$ cat src/rtl/jsu_pkg.sv
package jsu_pkg;

  localparam int QDEPTH = 4;
  localparam int QAW    = $clog2(QDEPTH);

  localparam logic [3:0] ST_OK         = 4'd0;
  localparam logic [3:0] ST_DONE       = 4'd1;
  localparam logic [3:0] ST_NOQUOTE    = 4'd2;
  localparam logic [3:0] ST_UNTERM_ESC = 4'd3;
  localparam logic [3:0] ST_TRUNC_U    = 4'd4;
  localparam logic [3:0] ST_MISS_LOW   = 4'd5;
  localparam logic [3:0] ST_BAD_LOW    = 4'd6;
  localparam logic [3:0] ST_BAD_HEX    = 4'd7;
  localparam logic [3:0] ST_BAD_ESC    = 4'd8;
  localparam logic [3:0] ST_UNTERM     = 4'd9;

  localparam logic [7:0] CH_QUOTE  = 8'h22;
  localparam logic [7:0] CH_BSLASH = 8'h5C;
  localparam logic [7:0] CH_SLASH  = 8'h2F;
  localparam logic [7:0] CH_B      = 8'h62;
  localparam logic [7:0] CH_F      = 8'h66;
  localparam logic [7:0] CH_N      = 8'h6E;
  localparam logic [7:0] CH_R      = 8'h72;
  localparam logic [7:0] CH_T      = 8'h74;
  localparam logic [7:0] CH_U      = 8'h75;

  localparam logic [15:0] HI_SUR_MIN = 16'hD800;
  localparam logic [15:0] HI_SUR_MAX = 16'hDBFF;
  localparam logic [15:0] LO_SUR_MIN = 16'hDC00;
  localparam logic [15:0] LO_SUR_MAX = 16'hDFFF;
  localparam logic [20:0] SUPP_BASE  = 21'h10000;

  typedef enum logic [6:0] {
    PH_WAIT   = 7'b0000001,
    PH_STRING = 7'b0000010,
    PH_ESCAPE = 7'b0000100,
    PH_HEX1   = 7'b0001000,
    PH_BSLASH = 7'b0010000,
    PH_U      = 7'b0100000,
    PH_HEX2   = 7'b1000000
  } phase_t;

  // nbytes 0 marks a status-only word
  typedef struct packed {
    logic [20:0] cp;
    logic [2:0]  nbytes;
    logic [3:0]  status;
  } entry_t;

  typedef struct packed {
    logic       ok;
    logic [3:0] val;
  } hex_t;

  function automatic hex_t hex_decode(input logic [7:0] c);
    hex_t h;
    h.ok  = 1'b1;
    h.val = 4'd0;
    if (c >= 8'h30 && c <= 8'h39) begin
      h.val = 4'(c - 8'h30);
    end else if (c >= 8'h61 && c <= 8'h66) begin
      h.val = 4'(c - 8'h57);
    end else if (c >= 8'h41 && c <= 8'h46) begin
      h.val = 4'(c - 8'h37);
    end else begin
      h.ok = 1'b0;
    end
    return h;
  endfunction

  function automatic logic [2:0] cp_len(input logic [20:0] cp);
    logic [2:0] n;
    if (cp <= 21'h7F) begin
      n = 3'd1;
    end else if (cp <= 21'h7FF) begin
      n = 3'd2;
    end else if (cp <= 21'hFFFF) begin
      n = 3'd3;
    end else begin
      n = 3'd4;
    end
    return n;
  endfunction

  function automatic logic [7:0] utf8_byte(input logic [20:0] cp, input logic [2:0] n,
                                           input logic [1:0] idx);
    logic [7:0] b;
    b = 8'h00;
    unique case (n)
      3'd2: begin
        b = (idx == 2'd0) ? {3'b110, cp[10:6]} : {2'b10, cp[5:0]};
      end
      3'd3: begin
        unique case (idx)
          2'd0:    b = {4'b1110, cp[15:12]};
          2'd1:    b = {2'b10, cp[11:6]};
          default: b = {2'b10, cp[5:0]};
        endcase
      end
      3'd4: begin
        unique case (idx)
          2'd0: b = {5'b11110, cp[20:18]};
          2'd1: b = {2'b10, cp[17:12]};
          2'd2: b = {2'b10, cp[11:6]};
          2'd3: b = {2'b10, cp[5:0]};
        endcase
      end
      default: b = cp[7:0];
    endcase
    return b;
  endfunction

endpackage

$ cat src/rtl/jsu_front.sv
module jsu_front import jsu_pkg::*; (
  input  logic       clk,
  input  logic       rst,
  input  logic       in_valid,
  input  logic       mode,
  input  logic [7:0] char_byte,
  input  logic       q_full,
  output logic       in_ready,
  output logic       push,
  output entry_t     push_data
);

  phase_t      phase, phase_next;
  logic [15:0] acc, acc_next;
  logic [9:0]  hs, hs_next;
  logic [1:0]  cnt, cnt_next;

  hex_t        hx;
  logic [15:0] acc_sh;
  entry_t      ent;

  assign in_ready  = !q_full;
  assign push      = in_valid && !q_full;
  assign push_data = ent;

  always_comb begin
    phase_next = phase;
    acc_next   = acc;
    hs_next    = hs;
    cnt_next   = cnt;
    ent        = '0;
    hx         = hex_decode(char_byte);
    acc_sh     = {acc[11:0], hx.val};
    if (mode) begin
      unique case (phase)
        PH_STRING: ent.status = ST_UNTERM;
        PH_ESCAPE: ent.status = ST_UNTERM_ESC;
        PH_HEX1:   ent.status = ST_TRUNC_U;
        PH_BSLASH, PH_U, PH_HEX2: ent.status = ST_MISS_LOW;
        default:   ent.status = ST_NOQUOTE;
      endcase
    end else begin
      unique case (phase)
        PH_STRING: begin
          if (char_byte == CH_QUOTE) begin
            ent.status = ST_DONE;
          end else if (char_byte == CH_BSLASH) begin
            phase_next = PH_ESCAPE;
          end else begin
            ent.cp     = {13'd0, char_byte};
            ent.nbytes = 3'd1;
          end
        end
        PH_ESCAPE: begin
          phase_next = PH_STRING;
          ent.nbytes = 3'd1;
          unique case (char_byte)
            CH_QUOTE, CH_BSLASH, CH_SLASH: ent.cp = {13'd0, char_byte};
            CH_B: ent.cp = 21'h08;
            CH_F: ent.cp = 21'h0C;
            CH_N: ent.cp = 21'h0A;
            CH_R: ent.cp = 21'h0D;
            CH_T: ent.cp = 21'h09;
            CH_U: begin
              phase_next = PH_HEX1;
              acc_next   = '0;
              cnt_next   = '0;
              ent.nbytes = 3'd0;
            end
            default: begin
              ent.nbytes = 3'd0;
              ent.status = ST_BAD_ESC;
            end
          endcase
        end
        PH_HEX1, PH_HEX2: begin
          if (!hx.ok) begin
            ent.status = ST_BAD_HEX;
          end else if (cnt != 2'd3) begin
            acc_next = acc_sh;
            cnt_next = cnt + 2'd1;
          end else begin
            cnt_next = '0;
            acc_next = '0;
            if (phase == PH_HEX1) begin
              if (acc_sh >= HI_SUR_MIN && acc_sh <= HI_SUR_MAX) begin
                hs_next    = acc_sh[9:0];
                phase_next = PH_BSLASH;
              end else begin
                ent.cp     = {5'd0, acc_sh};
                ent.nbytes = cp_len({5'd0, acc_sh});
                phase_next = PH_STRING;
              end
            end else begin
              if (acc_sh < LO_SUR_MIN || acc_sh > LO_SUR_MAX) begin
                ent.status = ST_BAD_LOW;
              end else begin
                ent.cp     = SUPP_BASE + {1'b0, hs, acc_sh[9:0]};
                ent.nbytes = 3'd4;
                phase_next = PH_STRING;
              end
            end
          end
        end
        PH_BSLASH: begin
          if (char_byte == CH_BSLASH) begin
            phase_next = PH_U;
          end else begin
            ent.status = ST_MISS_LOW;
          end
        end
        PH_U: begin
          if (char_byte == CH_U) begin
            phase_next = PH_HEX2;
            acc_next   = '0;
            cnt_next   = '0;
          end else begin
            ent.status = ST_MISS_LOW;
          end
        end
        default: begin
          if (char_byte == CH_QUOTE) begin
            phase_next = PH_STRING;
          end else begin
            ent.status = ST_NOQUOTE;
          end
        end
      endcase
    end
    if (ent.status != ST_OK) begin
      phase_next = PH_WAIT;
      acc_next   = '0;
      cnt_next   = '0;
    end
  end

  always_ff @(posedge clk) begin
    if (rst) begin
      phase <= PH_WAIT;
      acc   <= '0;
      hs    <= '0;
      cnt   <= '0;
    end else if (push) begin
      phase <= phase_next;
      acc   <= acc_next;
      hs    <= hs_next;
      cnt   <= cnt_next;
    end
  end

endmodule

$ cat src/rtl/jsu_queue.sv
module jsu_queue import jsu_pkg::*; (
  input  logic   clk,
  input  logic   rst,
  input  logic   push,
  input  entry_t push_data,
  input  logic   pop,
  output entry_t head,
  output logic   full,
  output logic   empty
);

  entry_t         store [QDEPTH];
  logic [QAW-1:0] wr_ptr;
  logic [QAW-1:0] rd_ptr;
  logic [QAW:0]   count;

  assign full  = (count == (QAW+1)'(QDEPTH));
  assign empty = (count == '0);
  assign head  = store[rd_ptr];

  always_ff @(posedge clk) begin
    if (push) begin
      store[wr_ptr] <= push_data;
    end
  end

  always_ff @(posedge clk) begin
    if (rst) begin
      wr_ptr <= '0;
      rd_ptr <= '0;
      count  <= '0;
    end else begin
      if (push) begin
        wr_ptr <= wr_ptr + 1'b1;
      end
      if (pop) begin
        rd_ptr <= rd_ptr + 1'b1;
      end
      if (push && !pop) begin
        count <= count + 1'b1;
      end else if (pop && !push) begin
        count <= count - 1'b1;
      end
    end
  end

endmodule

$ cat src/rtl/jsu_back.sv
module jsu_back import jsu_pkg::*; (
  input  logic        clk,
  input  logic        rst,
  input  entry_t      head,
  input  logic        empty,
  output logic        pop,
  output logic        out_valid,
  input  logic        out_ready,
  output logic [15:0] out_data,
  output logic        out_last
);

  logic [1:0] idx;
  logic       load;
  logic       fin;
  logic [7:0] ob;

  assign load = !out_valid || out_ready;
  assign fin  = (head.nbytes == 3'd0) || ({1'b0, idx} == head.nbytes - 3'd1);
  assign pop  = load && !empty && fin;
  assign ob   = utf8_byte(head.cp, head.nbytes, idx);

  always_ff @(posedge clk) begin
    if (rst) begin
      out_valid <= 1'b0;
      idx       <= '0;
    end else if (load) begin
      out_valid <= !empty;
      if (!empty) begin
        idx <= fin ? 2'd0 : idx + 2'd1;
      end
    end
  end

  always_ff @(posedge clk) begin
    if (load && !empty) begin
      if (head.nbytes == 3'd0) begin
        out_data <= {3'd0, head.status, 1'b0, 8'h00};
      end else begin
        out_data <= {3'd0, ST_OK, 1'b1, ob};
      end
      out_last <= fin;
    end
  end

endmodule

$ cat src/rtl/json_string_unescape.sv
// path: each input word is written into a queue entry, then the back end registers its first result word
// throughput: one input word per cycle; a code point emits 1 to 4 result words,
// one per cycle from the back end while the output is ready, with a four-entry queue between the two halves
// input stalls only when that queue is full
// reset: synchronous, active high; waits for an opening quote, queue empty, no output
module json_string_unescape import jsu_pkg::*; (
  input  logic        clk,
  input  logic        rst,
  input  logic        s_axis_tvalid,
  output logic        s_axis_tready,
  input  logic [7:0]  s_axis_tdata,  // char_byte
  input  logic        s_axis_tuser,  // mode
  output logic        m_axis_tvalid,
  input  logic        m_axis_tready,
  output logic [15:0] m_axis_tdata,  // out_byte, byte_valid, status, zero pad
  output logic        m_axis_tlast   // last
);

  logic   push;
  entry_t push_data;
  logic   pop;
  entry_t head;
  logic   q_full;
  logic   q_empty;

  jsu_front u_front (
    .clk       (clk),
    .rst       (rst),
    .in_valid  (s_axis_tvalid),
    .mode      (s_axis_tuser),
    .char_byte (s_axis_tdata),
    .q_full    (q_full),
    .in_ready  (s_axis_tready),
    .push      (push),
    .push_data (push_data)
  );

  jsu_queue u_queue (
    .clk       (clk),
    .rst       (rst),
    .push      (push),
    .push_data (push_data),
    .pop       (pop),
    .head      (head),
    .full      (q_full),
    .empty     (q_empty)
  );

  jsu_back u_back (
    .clk       (clk),
    .rst       (rst),
    .head      (head),
    .empty     (q_empty),
    .pop       (pop),
    .out_valid (m_axis_tvalid),
    .out_ready (m_axis_tready),
    .out_data  (m_axis_tdata),
    .out_last  (m_axis_tlast)
  );

endmodule

$ cat config.mk
export PLATFORM = sky130hd
export DESIGN_NAME = json_string_unescape
export DESIGN_NICKNAME = d
export VERILOG_FILES = /design/src/rtl/jsu_pkg.sv /design/src/rtl/jsu_front.sv /design/src/rtl/jsu_queue.sv /design/src/rtl/jsu_back.sv /design/src/rtl/json_string_unescape.sv
export SDC_FILE = /design/constraint.sdc
export NUM_CORES = 1
export LEC_CHECK = 0
export BUFFER_PORTS_ARGS = -buffer_cell sky130_fd_sc_hd__buf_2
export CORE_UTILIZATION = 25
export DETAILED_ROUTE_END_ITERATION = 10
export SKIP_CTS_REPAIR_TIMING = 1
export SYNTH_ARGS = -nofsm -noshare
export SYNTH_HDL_FRONTEND = slang
export SYNTH_SLANG_ARGS = --single-unit
$ cat constraint.sdc
create_clock -name clk -period 5.8 [get_ports clk]
set_input_delay 1.74 -clock clk [delete_from_list [all_inputs] [get_ports clk]]
set_output_delay 1.74 -clock clk [all_outputs]
set_load 0.02 [all_outputs]
==> results of run 1 <==
through the flow:
step | utilization | power (mW) | area, um^2 | std cells | setup WS [ps]
6_report | 0.290 | 3.67 | 9410 | 1138 | 1680
4_1_cts | 0.290 | 3.71 | 9410 | 1138 | 1720
5_1_grt | 0.290 | 3.88 | 9410 | 1138 | 1490
3_5_place_dp | 0.272 | 2.63 | 8840 | 1106 | 1280
3_3_place_gp | 0.272 | 2.61 | 8840 | 1106 | 1370
2_1_floorplan | - | 2.34 | 8240 | 662 | 1820
power by group through the flow:
| stage | sequential (mW) | clock, mW | combinational, mW |
|---|---|---|---|
| after floorplan | 1.63 | 0 | 0.707 |
| after global placement | 1.60 | 0 | 1.01 |
| after detailed placement | 1.61 | 0 | 1.02 |
| after CTS | 1.58 | 1.11 | 1.02 |
| after global routing | 1.59 | 1.16 | 1.12 |
| final | 1.57 | 1.08 | 1.01 |
cell type report:
cell class	instances	area [um^2]
Inverter	22	82.6
Clock inverter	14	139
Multi-Input combinational cell	437	3360
Timing Repair Buffer	36	200
Clock buffer	18	429
Sequential cell	169	4650
Fill cell	3309	23000
Tap cell	442	553
kinds of logic after synthesis:
kind of cell / after synthesis / synth area share
xor gates and xnor gates: 13 / 0.0138
muxes: 44 / 0.0965
and+or+nand+nor: 217 / 0.140
buffers and inverters: 56 / 0.0293
DFF: 169 / 0.564
other: 1 / 0.000456
adders and majority gates: 22 / 0.0344
AOI/OAI and AO/OA: 138 / 0.121
state kept, by name (all words and copies together) (netlist names), 2 cells and up, named ones only:
name / count
u_front.phase: 7
u_back.out_data: 13
u_front.acc: 12
u_back.idx: 2
u_queue.store: 112
u_front.hs: 10
u_queue.rd_ptr: 2
u_queue.wr_ptr: 2
u_front.cnt: 2
u_queue.count: 3
metal layers:
| metal | vias to the layer above | routed length (um) |
|---|---|---|
| met1 | 2699 | 9190 |
| met3 | 19 | 892 |
| met5 | - | 0 |
| met4 | 0 | 235 |
| met2 | 146 | 8990 |
| li1 | 2560 | - |
placed cells by master (no fill, tap or decap), types with 4 or more instances in the layout:
master,Yosys,final
sky130_fd_sc_hd__or3_1,7,7
sky130_fd_sc_hd__nor3_1,9,9
sky130_fd_sc_hd__a222oi_1,7,7
sky130_fd_sc_hd__a22oi_1,9,9
sky130_fd_sc_hd__nand4b_1,6,6
sky130_fd_sc_hd__clkinv_4,0,5
sky130_fd_sc_hd__nor2_1,50,50
sky130_fd_sc_hd__clkinvlp_4,0,4
sky130_fd_sc_hd__buf_4,3,8
sky130_fd_sc_hd__mux4_2,28,28
sky130_fd_sc_hd__clkbuf_16,0,17
sky130_fd_sc_hd__o21ai_2,10,10
sky130_fd_sc_hd__nand2b_1,23,23
sky130_fd_sc_hd__inv_1,22,22
sky130_fd_sc_hd__a221oi_1,5,5
sky130_fd_sc_hd__buf_2,10,28
sky130_fd_sc_hd__nand3_1,9,9
sky130_fd_sc_hd__and2_1,9,9
sky130_fd_sc_hd__xnor2_1,8,8
sky130_fd_sc_hd__ha_1,21,21
sky130_fd_sc_hd__o21ai_1,6,6
sky130_fd_sc_hd__inv_6,0,4
sky130_fd_sc_hd__xor2_1,5,5
sky130_fd_sc_hd__a21oi_1,32,32
sky130_fd_sc_hd__edfxtp_1,126,126
sky130_fd_sc_hd__mux2i_1,13,13
sky130_fd_sc_hd__a22o_1,8,8
sky130_fd_sc_hd__nor4_1,8,7
sky130_fd_sc_hd__a21o_1,5,5
sky130_fd_sc_hd__nand2_1,58,58
sky130_fd_sc_hd__o21ai_0,22,22
sky130_fd_sc_hd__dfxtp_1,43,42
sky130_fd_sc_hd__and3_1,6,6
sky130_fd_sc_hd__nor2b_1,7,7
sky130_fd_sc_hd__o21bai_1,4,4
path summary, 6_finish.rpt:
check | from | endpoint | slack [ps] | cells past startpoint
max | s_axis_tdata[1] | u_front.hs[2] | 1680 | 10
min | u_back.out_valid | u_back.out_valid | 470 | 2
max reg2reg | flop | u_queue.count[2] | 1990 | 13
min reg2reg | u_back.out_valid | u_back.out_valid | 470 | 2
worst max-delay path, stage by stage:
cell,delay (ps)
sky130_fd_sc_hd__buf_2,150
sky130_fd_sc_hd__inv_1,90
sky130_fd_sc_hd__ha_1,220
sky130_fd_sc_hd__or4b_1,510
sky130_fd_sc_hd__o2111ai_1,160
sky130_fd_sc_hd__o21ai_1,240
sky130_fd_sc_hd__o211ai_2,410
sky130_fd_sc_hd__or3b_1,550
sky130_fd_sc_hd__mux2i_1,270
sky130_fd_sc_hd__nor2_1,50
==> results.rst, run 1 <==
.. list-table::
   :header-rows: 1

   * - Metric
     - Value
   * - Setup TNS
     - 0 ps
   * - Area of the die
     - 33,600 um^2
   * - Pin count of the biggest net entering global routing
     - 46
   * - Maximum clock frequency
     - 0.243 GHz
   * - Mapped Area
     - 8230 um^2
   * - Dominant cells by area after synthesis
     - sky130_fd_sc_hd__edfxtp_1 46%, sky130_fd_sc_hd__dfxtp_1 10%, sky130_fd_sc_hd__mux4_2 7.7%, sky130_fd_sc_hd__ha_1 3.2%, sky130_fd_sc_hd__nand2_1 2.6%
   * - Most numerous cell in the Yosys netlist
     - sky130_fd_sc_hd__edfxtp_1
   * - Clk buf depth
     - 2
   * - Crit Path Max Fanout
     - 10
   * - Leakage power of the design
     - 3.13 nW
   * - Critical path data required time
     - 6080 ps
   * - Final RePlAce weighted congestion
     - 0.855
   * - Yosys top cell area share
     - 0.460
   * - # nets final
     - 718
   * - Average footprint of a synthesized cell
     - 12.5 um^2
   * - Synthesis-stage register bit count
     - 169
   * - Starting density of the core
     - 0.254
   * - # DRC
     - 0
   * - Via count of the first global-routing pass
     - 5,414
   * - Number of H-tree levels
     - 4
   * - Cell at the root of the clock tree
     - sky130_fd_sc_hd__clkbuf_16
   * - Slew HR
     - 0.326
   * - Number of distinct standard cells referenced by the synthesized netlist
     - 74
   * - Top cell types by occurrence after synthesis
     - 126 x sky130_fd_sc_hd__edfxtp_1, 58 x sky130_fd_sc_hd__nand2_1, 50 x sky130_fd_sc_hd__nor2_1
   * - Core footprint
     - 32,500 um^2
   * - Overall fraction of global-route tracks in use
     - 0.122
   * - Fin Clk Skew
     - 11.8 ps
   * - Clock sink total
     - 169
   * - Number of synthesis warnings
     - 0
   * - Clock slew at reported path FFs
     - 60 ps
   * - TritonCTS buffer count
     - 17
   * - Post-synthesis cell type with the largest combined area
     - sky130_fd_sc_hd__edfxtp_1
   * - Net switching power of the design
     - 1.18 mW
   * - Final Max Tran Viols
     - 0
   * - Fin crit period
     - 4120 ps
   * - I/O Buffers
     - 28
   * - Routed vias/inst
     - 4.77
   * - Number of DRC markers in iteration 0
     - 464
   * - Area growth syn-to-layout
     - 14.3%
   * - Met1 usage in global routing
     - 0.163
   * - CP Class
     - in -> reg
   * - N_diodes
     - 0
   * - Global-route met2 utilization
     - 0.192
   * - Part of the power in the clock network
     - 0.295
   * - Fraction of power consumed by combinational cells
     - 0.276
   * - Via count
     - 5,424
   * - Maximum resistive drop on vdd
     - 221 uV
   * - Number of search-and-repair iterations in the first detailed-routing pass
     - 7
   * - Result of the run
     - finished, final reports clean
   * - First-pass GRT wire length
     - 31.0 mm
   * - Wirelength per Cell
     - 17.0 um
   * - Number of antenna violations at the first check in global routing
     - 0
   * - Async SR Flop Fraction
     - 0
   * - Path category of the worst min-delay check
     - reg -> reg
   * - GRT Residual Overflow
     - 0
   * - DP Wirelength
     - 13.6 mm
   * - Data arrival, critical path
     - 4400 ps
   * - Internal portion of total power
     - 2.49 mW
   * - Synth Instances
     - 660
   * - Ratio of cells with drive above 1 in the final layout
     - 0.180
   * - Met3 demand-to-capacity share in global routing
     - 0.0307
   * - Crit start category
     - input pin
   * - MaxCap Viol Count
     - 0
   * - Endpoint kind of the worst setup timing path
     - flop
   * - Number of enable-type register cells in the synthesized netlist
     - 126
   * - Horiz. Die Dim
     - 183 um
   * - Power per unit of standard cell area
     - 390 nW/um^2
   * - Remaining antenna violation count after routing
     - 0
   * - Die height
     - 183 um
   * - Most Used Layer, Global Route
     - met2
   * - Clock latency reported for the late side of the worst-skew pair
     - 430 ps
   * - Transition time of the tightest slew-check pin
     - 1000 ps
   * - Part of the Yosys area used for sequential elements
     - 0.564
   * - Reg power frac
     - 0.429
   * - Number of hold violations in the final report
     - 0
   * - Endpoints failing setup
     - 0
   * - Final worst hold slack
     - 470 ps
   * - Clock tree from TritonCTS
     - built
   * - Dominant register cell in the synthesized netlist
     - sky130_fd_sc_hd__edfxtp_1
   * - Row Count
     - 66
   * - RSZ-0062 raised after global routing
     - no
   * - Share of total power consumed by net switching
     - 0.321
   * - Final routed wirelength across all metal layers
     - 19.3 mm
   * - I/O pin total
     - 32
   * - Final critical-path share of the clock period
     - 0.710
Power figures use the tool's default switching activity.
==> run 2, diff against run 1 <==
==> constraint.sdc (replaced) <==
create_clock -name clk -period 3.7 [get_ports clk]
set_input_delay 1.11 -clock clk [delete_from_list [all_inputs] [get_ports clk]]
set_output_delay 1.11 -clock clk [all_outputs]
set_load 0.02 [all_outputs]
==> results.rst, run 2 (same netlist as run 1, synthesis figures left out) <==
.. list-table::
   :header-rows: 1

   * - Metric
     - Value
   * - Endpoint kind of the worst setup timing path
     - flop
   * - Via count
     - 5,536
   * - Cell type with the highest occurrence count on the critical path
     - sky130_fd_sc_hd__ha_1
   * - Combined area of the multi-input logic cells
     - 3360 um^2
   * - Clk buf depth
     - 2
   * - Horiz. Die Dim
     - 183 um
   * - I/O pin total
     - 32
   * - Internal portion of total power
     - 3.99 mW
   * - Critical path data required time
     - 4050 ps
   * - # nets final
     - 747
   * - Clock sink total
     - 169
   * - Via count of the first global-routing pass
     - 5,426
   * - Overall fraction of global-route tracks in use
     - 0.122
   * - Maximum clock frequency
     - 0.300 GHz
   * - Remaining antenna violation count after routing
     - 0
   * - Number of hold violations in the final report
     - 0
   * - Fraction of power consumed by combinational cells
     - 0.289
   * - Longest individual stage delay on the worst path
     - 580 ps
   * - Row Count
     - 66
   * - Reg-to-reg slack, setup
     - 360 ps
   * - Leakage power of the design
     - 3.30 nW
   * - Flip-flop count of the largest register after layout
     - 112
   * - Inst Count DP
     - 1,135
   * - Cell at the slowest stage of the critical path
     - sky130_fd_sc_hd__mux4_2
   * - N_diodes
     - 0
   * - Routed vias/inst
     - 4.74
   * - Final critical-path setup slack
     - 364 ps
   * - Commonest cells after routing, fill and taps aside
     - 126 x sky130_fd_sc_hd__edfxtp_1, 58 x sky130_fd_sc_hd__nand2_1, 50 x sky130_fd_sc_hd__nor2_1
   * - Path category of the worst min-delay check
     - reg -> reg
   * - First-pass GRT wire length
     - 31.2 mm
   * - Post-Place Setup Slack
     - 63.4 ps
   * - Clock slew at reported path FFs
     - 70 ps
   * - Final routed wirelength across all metal layers
     - 19.6 mm
   * - Hold worst-path end
     - u_back.out_valid
   * - Number of search-and-repair iterations in the first detailed-routing pass
     - 5
   * - Data arrival, critical path
     - 3690 ps
   * - Crit start category
     - flop
   * - Cell at the root of the clock tree
     - sky130_fd_sc_hd__clkbuf_16
   * - Result of the run
     - finished, final reports clean
   * - Net switching power of the design
     - 1.91 mW
   * - Number of DRC markers in iteration 0
     - 620
   * - Area growth syn-to-layout
     - 17.5%
   * - Post-DP Area
     - 9080 um^2
   * - # DRC
     - 0
   * - DP Wirelength
     - 13.8 mm
   * - MaxCap Viol Count
     - 0
   * - Clock tree from TritonCTS
     - built
   * - Share of total power consumed by net switching
     - 0.323
   * - Setup TNS
     - 0 ps
   * - Core footprint
     - 32,500 um^2
   * - Clock latency reported for the late side of the worst-skew pair
     - 430 ps
   * - I/O Buffers
     - 28
   * - Transition time of the tightest slew-check pin
     - 879 ps
   * - Starting density of the core
     - 0.254
   * - TritonCTS buffer count
     - 17
   * - Wirelength per Cell
     - 16.8 um
   * - Part of the power in the clock network
     - 0.299
   * - Number of antenna violations at the first check in global routing
     - 0
   * - RSZ-0062 raised after global routing
     - no
   * - Most common library cell in the layout ignoring fill and taps
     - sky130_fd_sc_hd__edfxtp_1
   * - Largest registers
     - u_queue.store x112, u_back.out_data x13, u_front.acc x12
   * - Final RePlAce weighted congestion
     - 0.882
   * - Area of the die
     - 33,600 um^2
   * - Number of H-tree levels
     - 4
   * - Most flops, register
     - u_queue.store
   * - Crit Path Max Fanout
     - 4
   * - Ratio of cells with drive above 1 in the final layout
     - 0.212
   * - Sequence of cells on the critical path
     - mux4_2, inv_1, ha_1, ha_1, nand2_1, o21ai_0, nand2_1, ha_1, inv_1, fa_1, xor2_1, or3_1, a21oi_1
   * - GRT Residual Overflow
     - 0
   * - Sequential Area
     - 4650 um^2
   * - Hold_sp
     - u_back.out_valid
   * - CP Class
     - reg -> reg
   * - Endpoints failing setup
     - 0
   * - Fin crit period
     - 3340 ps
   * - Hold Path Stages
     - 2
   * - Power per unit of standard cell area
     - 610 nW/um^2
   * - Die height
     - 183 um
   * - Final Max Tran Viols
     - 0
   * - Reg power frac
     - 0.412
   * - RR Endpoint
     - u_queue.count[2]
   * - Maximum resistive drop on vdd
     - 329 uV
   * - Final critical-path share of the clock period
     - 0.902
   * - Final worst hold slack
     - 473 ps
   * - Post-route insts no fill
     - 1,167
   * - Worst reg-to-reg path cell count
     - 13
   * - Fin Clk Skew
     - 12.0 ps
   * - Pin count of the biggest net entering global routing
     - 46
   * - Final non-filler cell area
     - 9670 um^2
   * - Filler Cells Inserted
     - 3,284
   * - Slew HR
     - 0.408
==> run 2: worst max-delay path by stage <==
stage | end | slack (ps) | startpoint | depth (start not counted)
finish | u_queue.count[2] | 360 | flop | 13
global route | u_queue.count[2] | 150 | flop | 13
CTS | u_queue.count[2] | 310 | flop | 13
detailed placement | u_queue.store[0][10] | 60 | s_axis_tdata[1] | 10
global placement | u_queue.store[0][8] | 110 | s_axis_tdata[0] | 12
floorplan | u_queue.count[2] | 40 | flop | 16
==> run 2: cell type report <==
cell class	instances	area share
clock inverter	14	0.0161
clock buffer	18	0.0444
multi-input combinational	437	0.347
inverter	22	0.00854
sequential	169	0.481
tap	442	0.0572
timing repair buffer	65	0.0458
==> run 2: metrics by stage <==
stage          utilization  total power, mW
2_1_floorplan            -             3.68
5_1_grt              0.298             6.20
4_1_cts              0.298             5.97
3_3_place_gp         0.280             4.19
3_5_place_dp         0.280             4.20
6_report             0.298             5.90
==> run 2: worst max-delay path: cells and delay by family (launching register included) <==
| family | cells | cell delay [ps] |
|---|---|---|
| buf+inv | 2 | 180 |
| simple gates | 3 | 600 |
| fa+ha+maj | 4 | 1080 |
| flops | 1 | 390 |
| mux | 1 | 580 |
| compound gates | 2 | 230 |
| xor+xnor | 1 | 180 |
==> run 2: metal layers <==
layer | vias up | share of wire | track usage
met5 | - | 0 | 0
met4 | 0 | 0.014 | 0.0380
met3 | 20 | 0.038 | 0.0244
li1 | 2623 | - | -
met1 | 2761 | 0.49 | 0.169
met2 | 132 | 0.46 | 0.191
==> run 2: power by group through the flow <==
| stage | clock network [mW] | logic, mW | registers (mW) |
|---|---|---|---|
| finish | 1.76 | 1.70 | 2.43 |
| floorplan | 0 | 1.12 | 2.56 |
| global route | 1.87 | 1.88 | 2.46 |
| CTS | 1.80 | 1.73 | 2.44 |
| detailed placement | 0 | 1.72 | 2.48 |
| global placement | 0 | 1.72 | 2.47 |
==> run 3, diff against run 2 <==
==> constraint.sdc (replaced) <==
create_clock -name clk -period 3.35 [get_ports clk]
set_input_delay 1.005 -clock clk [delete_from_list [all_inputs] [get_ports clk]]
set_output_delay 1.005 -clock clk [all_outputs]
set_load 0.02 [all_outputs]
==> results.rst, run 3 (same netlist as run 1, synthesis figures left out) <==
.. list-table::
   :header-rows: 1

   * - Metric
     - Value
   * - Clock tree from TritonCTS
     - built
   * - Remaining antenna violation count after routing
     - 0
   * - Longest individual stage delay on the worst path
     - 620 ps
   * - Fin crit period
     - 3140 ps
   * - Transition time of the tightest slew-check pin
     - 861 ps
   * - Number of hold violations in the final report
     - 0
   * - Critical path data required time
     - 3550 ps
   * - Area of the die
     - 33,600 um^2
   * - Cell at the slowest stage of the critical path
     - sky130_fd_sc_hd__o41ai_1
   * - Clock slew at reported path FFs
     - 70 ps
   * - GRT Residual Overflow
     - 0
   * - Slew HR
     - 0.421
   * - Number of H-tree levels
     - 4
   * - Setup TNS
     - 0 ps
   * - Result of the run
     - finished, final reports clean
   * - Wirelength per Cell
     - 16.1 um
   * - Fin Clk Skew
     - 11.2 ps
   * - Die height
     - 183 um
   * - Final critical-path share of the clock period
     - 0.938
   * - TritonCTS buffer count
     - 17
   * - Row Count
     - 66
   * - Overall fraction of global-route tracks in use
     - 0.119
   * - Flip-flop count of the largest register after layout
     - 112
   * - Crit Path Max Fanout
     - 7
   * - Most flops, register
     - u_queue.store
   * - N_diodes
     - 0
   * - Routed vias/inst
     - 4.72
   * - Largest registers
     - u_queue.store x112, u_back.out_data x13, u_front.acc x12
   * - RSZ-0062 raised after global routing
     - no
   * - Filler Cells Inserted
     - 3,250
   * - Number of DRC markers in iteration 0
     - 369
   * - Final critical-path setup slack
     - 206 ps
   * - Pin count of the biggest net entering global routing
     - 45
   * - Area growth syn-to-layout
     - 19.2%
   * - I/O pin total
     - 32
   * - Number of antenna violations at the first check in global routing
     - 0
   * - CP Class
     - in -> reg
   * - Number of search-and-repair iterations in the first detailed-routing pass
     - 5
   * - Endpoint kind of the worst setup timing path
     - flop
   * - Final worst hold slack
     - 474 ps
   * - Reg-to-reg slack, setup
     - 230 ps
   * - Clock latency reported for the late side of the worst-skew pair
     - 430 ps
   * - Sequence of cells on the critical path
     - buf_2, buf_4, ha_1, nor3b_2, a31oi_1, o41ai_1, and2_1, o21bai_1, a22oi_1, nor2_1
   * - First-pass GRT wire length
     - 30.4 mm
   * - Via count of the first global-routing pass
     - 5,399
   * - Clk buf depth
     - 2
   * - # DRC
     - 0
   * - Post-Place Setup Slack
     - -271 ps
   * - Final RePlAce weighted congestion
     - 0.855
   * - Maximum clock frequency
     - 0.318 GHz
   * - Clock sink total
     - 169
   * - Ratio of cells with drive above 1 in the final layout
     - 0.233
   * - Data arrival, critical path
     - 3350 ps
   * - Most common library cell in the layout ignoring fill and taps
     - sky130_fd_sc_hd__edfxtp_1
   * - Via count
     - 5,589
   * - Path category of the worst min-delay check
     - reg -> reg
   * - Crit start category
     - input pin
   * - Starting density of the core
     - 0.254
   * - Post-route insts no fill
     - 1,185
   * - Hold Path Stages
     - 2
   * - Commonest cells after routing, fill and taps aside
     - 126 x sky130_fd_sc_hd__edfxtp_1, 57 x sky130_fd_sc_hd__nand2_1, 53 x sky130_fd_sc_hd__buf_4
   * - MaxCap Viol Count
     - 0
   * - DP Wirelength
     - 13.7 mm
   * - Endpoints failing setup
     - 0
   * - # nets final
     - 765
   * - Maximum resistive drop on vdd
     - 415 uV
   * - Leakage power of the design
     - 3.38 nW
   * - I/O Buffers
     - 28
   * - Final Max Tran Viols
     - 0
   * - Core footprint
     - 32,500 um^2
   * - Cell at the root of the clock tree
     - sky130_fd_sc_hd__clkbuf_16
   * - Final routed wirelength across all metal layers
     - 19.1 mm
   * - Worst reg-to-reg path cell count
     - 13
   * - Power per unit of standard cell area
     - 660 nW/um^2
   * - Horiz. Die Dim
     - 183 um
   * - Inst Count DP
     - 1,153
run 3: critical path, delay by kind of cell:
kind                       cells  cell delay (ps)
adders and majority gates      1              200
AOI/OAI and AO/OA              4             1120
buffers and inverters          2              220
and+or+nand+nor                3              790
run 3: cell type report:
type / instances / area, um^2 / area share
Clock inverter: 14 / 145 / 0.0148
Tap cell: 442 / 553 / 0.0564
Timing Repair Buffer: 83 / 578 / 0.0589
Sequential cell: 169 / 4650 / 0.474
Multi-Input combinational cell: 437 / 3370 / 0.344
Clock buffer: 18 / 429 / 0.0438
Inverter: 22 / 82.6 / 0.00842
run 3: worst paths after layout:
| check | start | endpoint |
|---|---|---|
| setup / recovery | s_axis_tdata[1] | u_queue.store[1][13] |
| hold / removal | u_back.out_valid | u_back.out_valid |
| setup reg to reg | flop | u_queue.count[2] |
| hold reg to reg | u_back.out_valid | u_back.out_valid |
run 3: per-layer routing:
| layer | global-route usage | wire, um | share of wire |
|---|---|---|---|
| met1 | 0.157 | 8830 | 0.46 |
| met3 | 0.0305 | 981 | 0.051 |
| met4 | 0.0407 | 415 | 0.022 |
| met5 | 0 | 0 | 0 |
| met2 | 0.187 | 8910 | 0.47 |
run 3: stage by stage:
stage	instance area [um^2]	power (mW)	utilization
floorplan	8280	4.11	-
global placement	9220	4.62	0.284
detailed placement	9220	4.63	0.284
CTS	9790	6.54	0.302
global route	9810	6.85	0.302
finish	9810	6.47	0.302
run 3: where the power goes:
group          internal [mW]  switching (mW)
registers               2.59          0.0967
clock network           1.04           0.861
logic                  0.777            1.10
total                   4.41            2.06
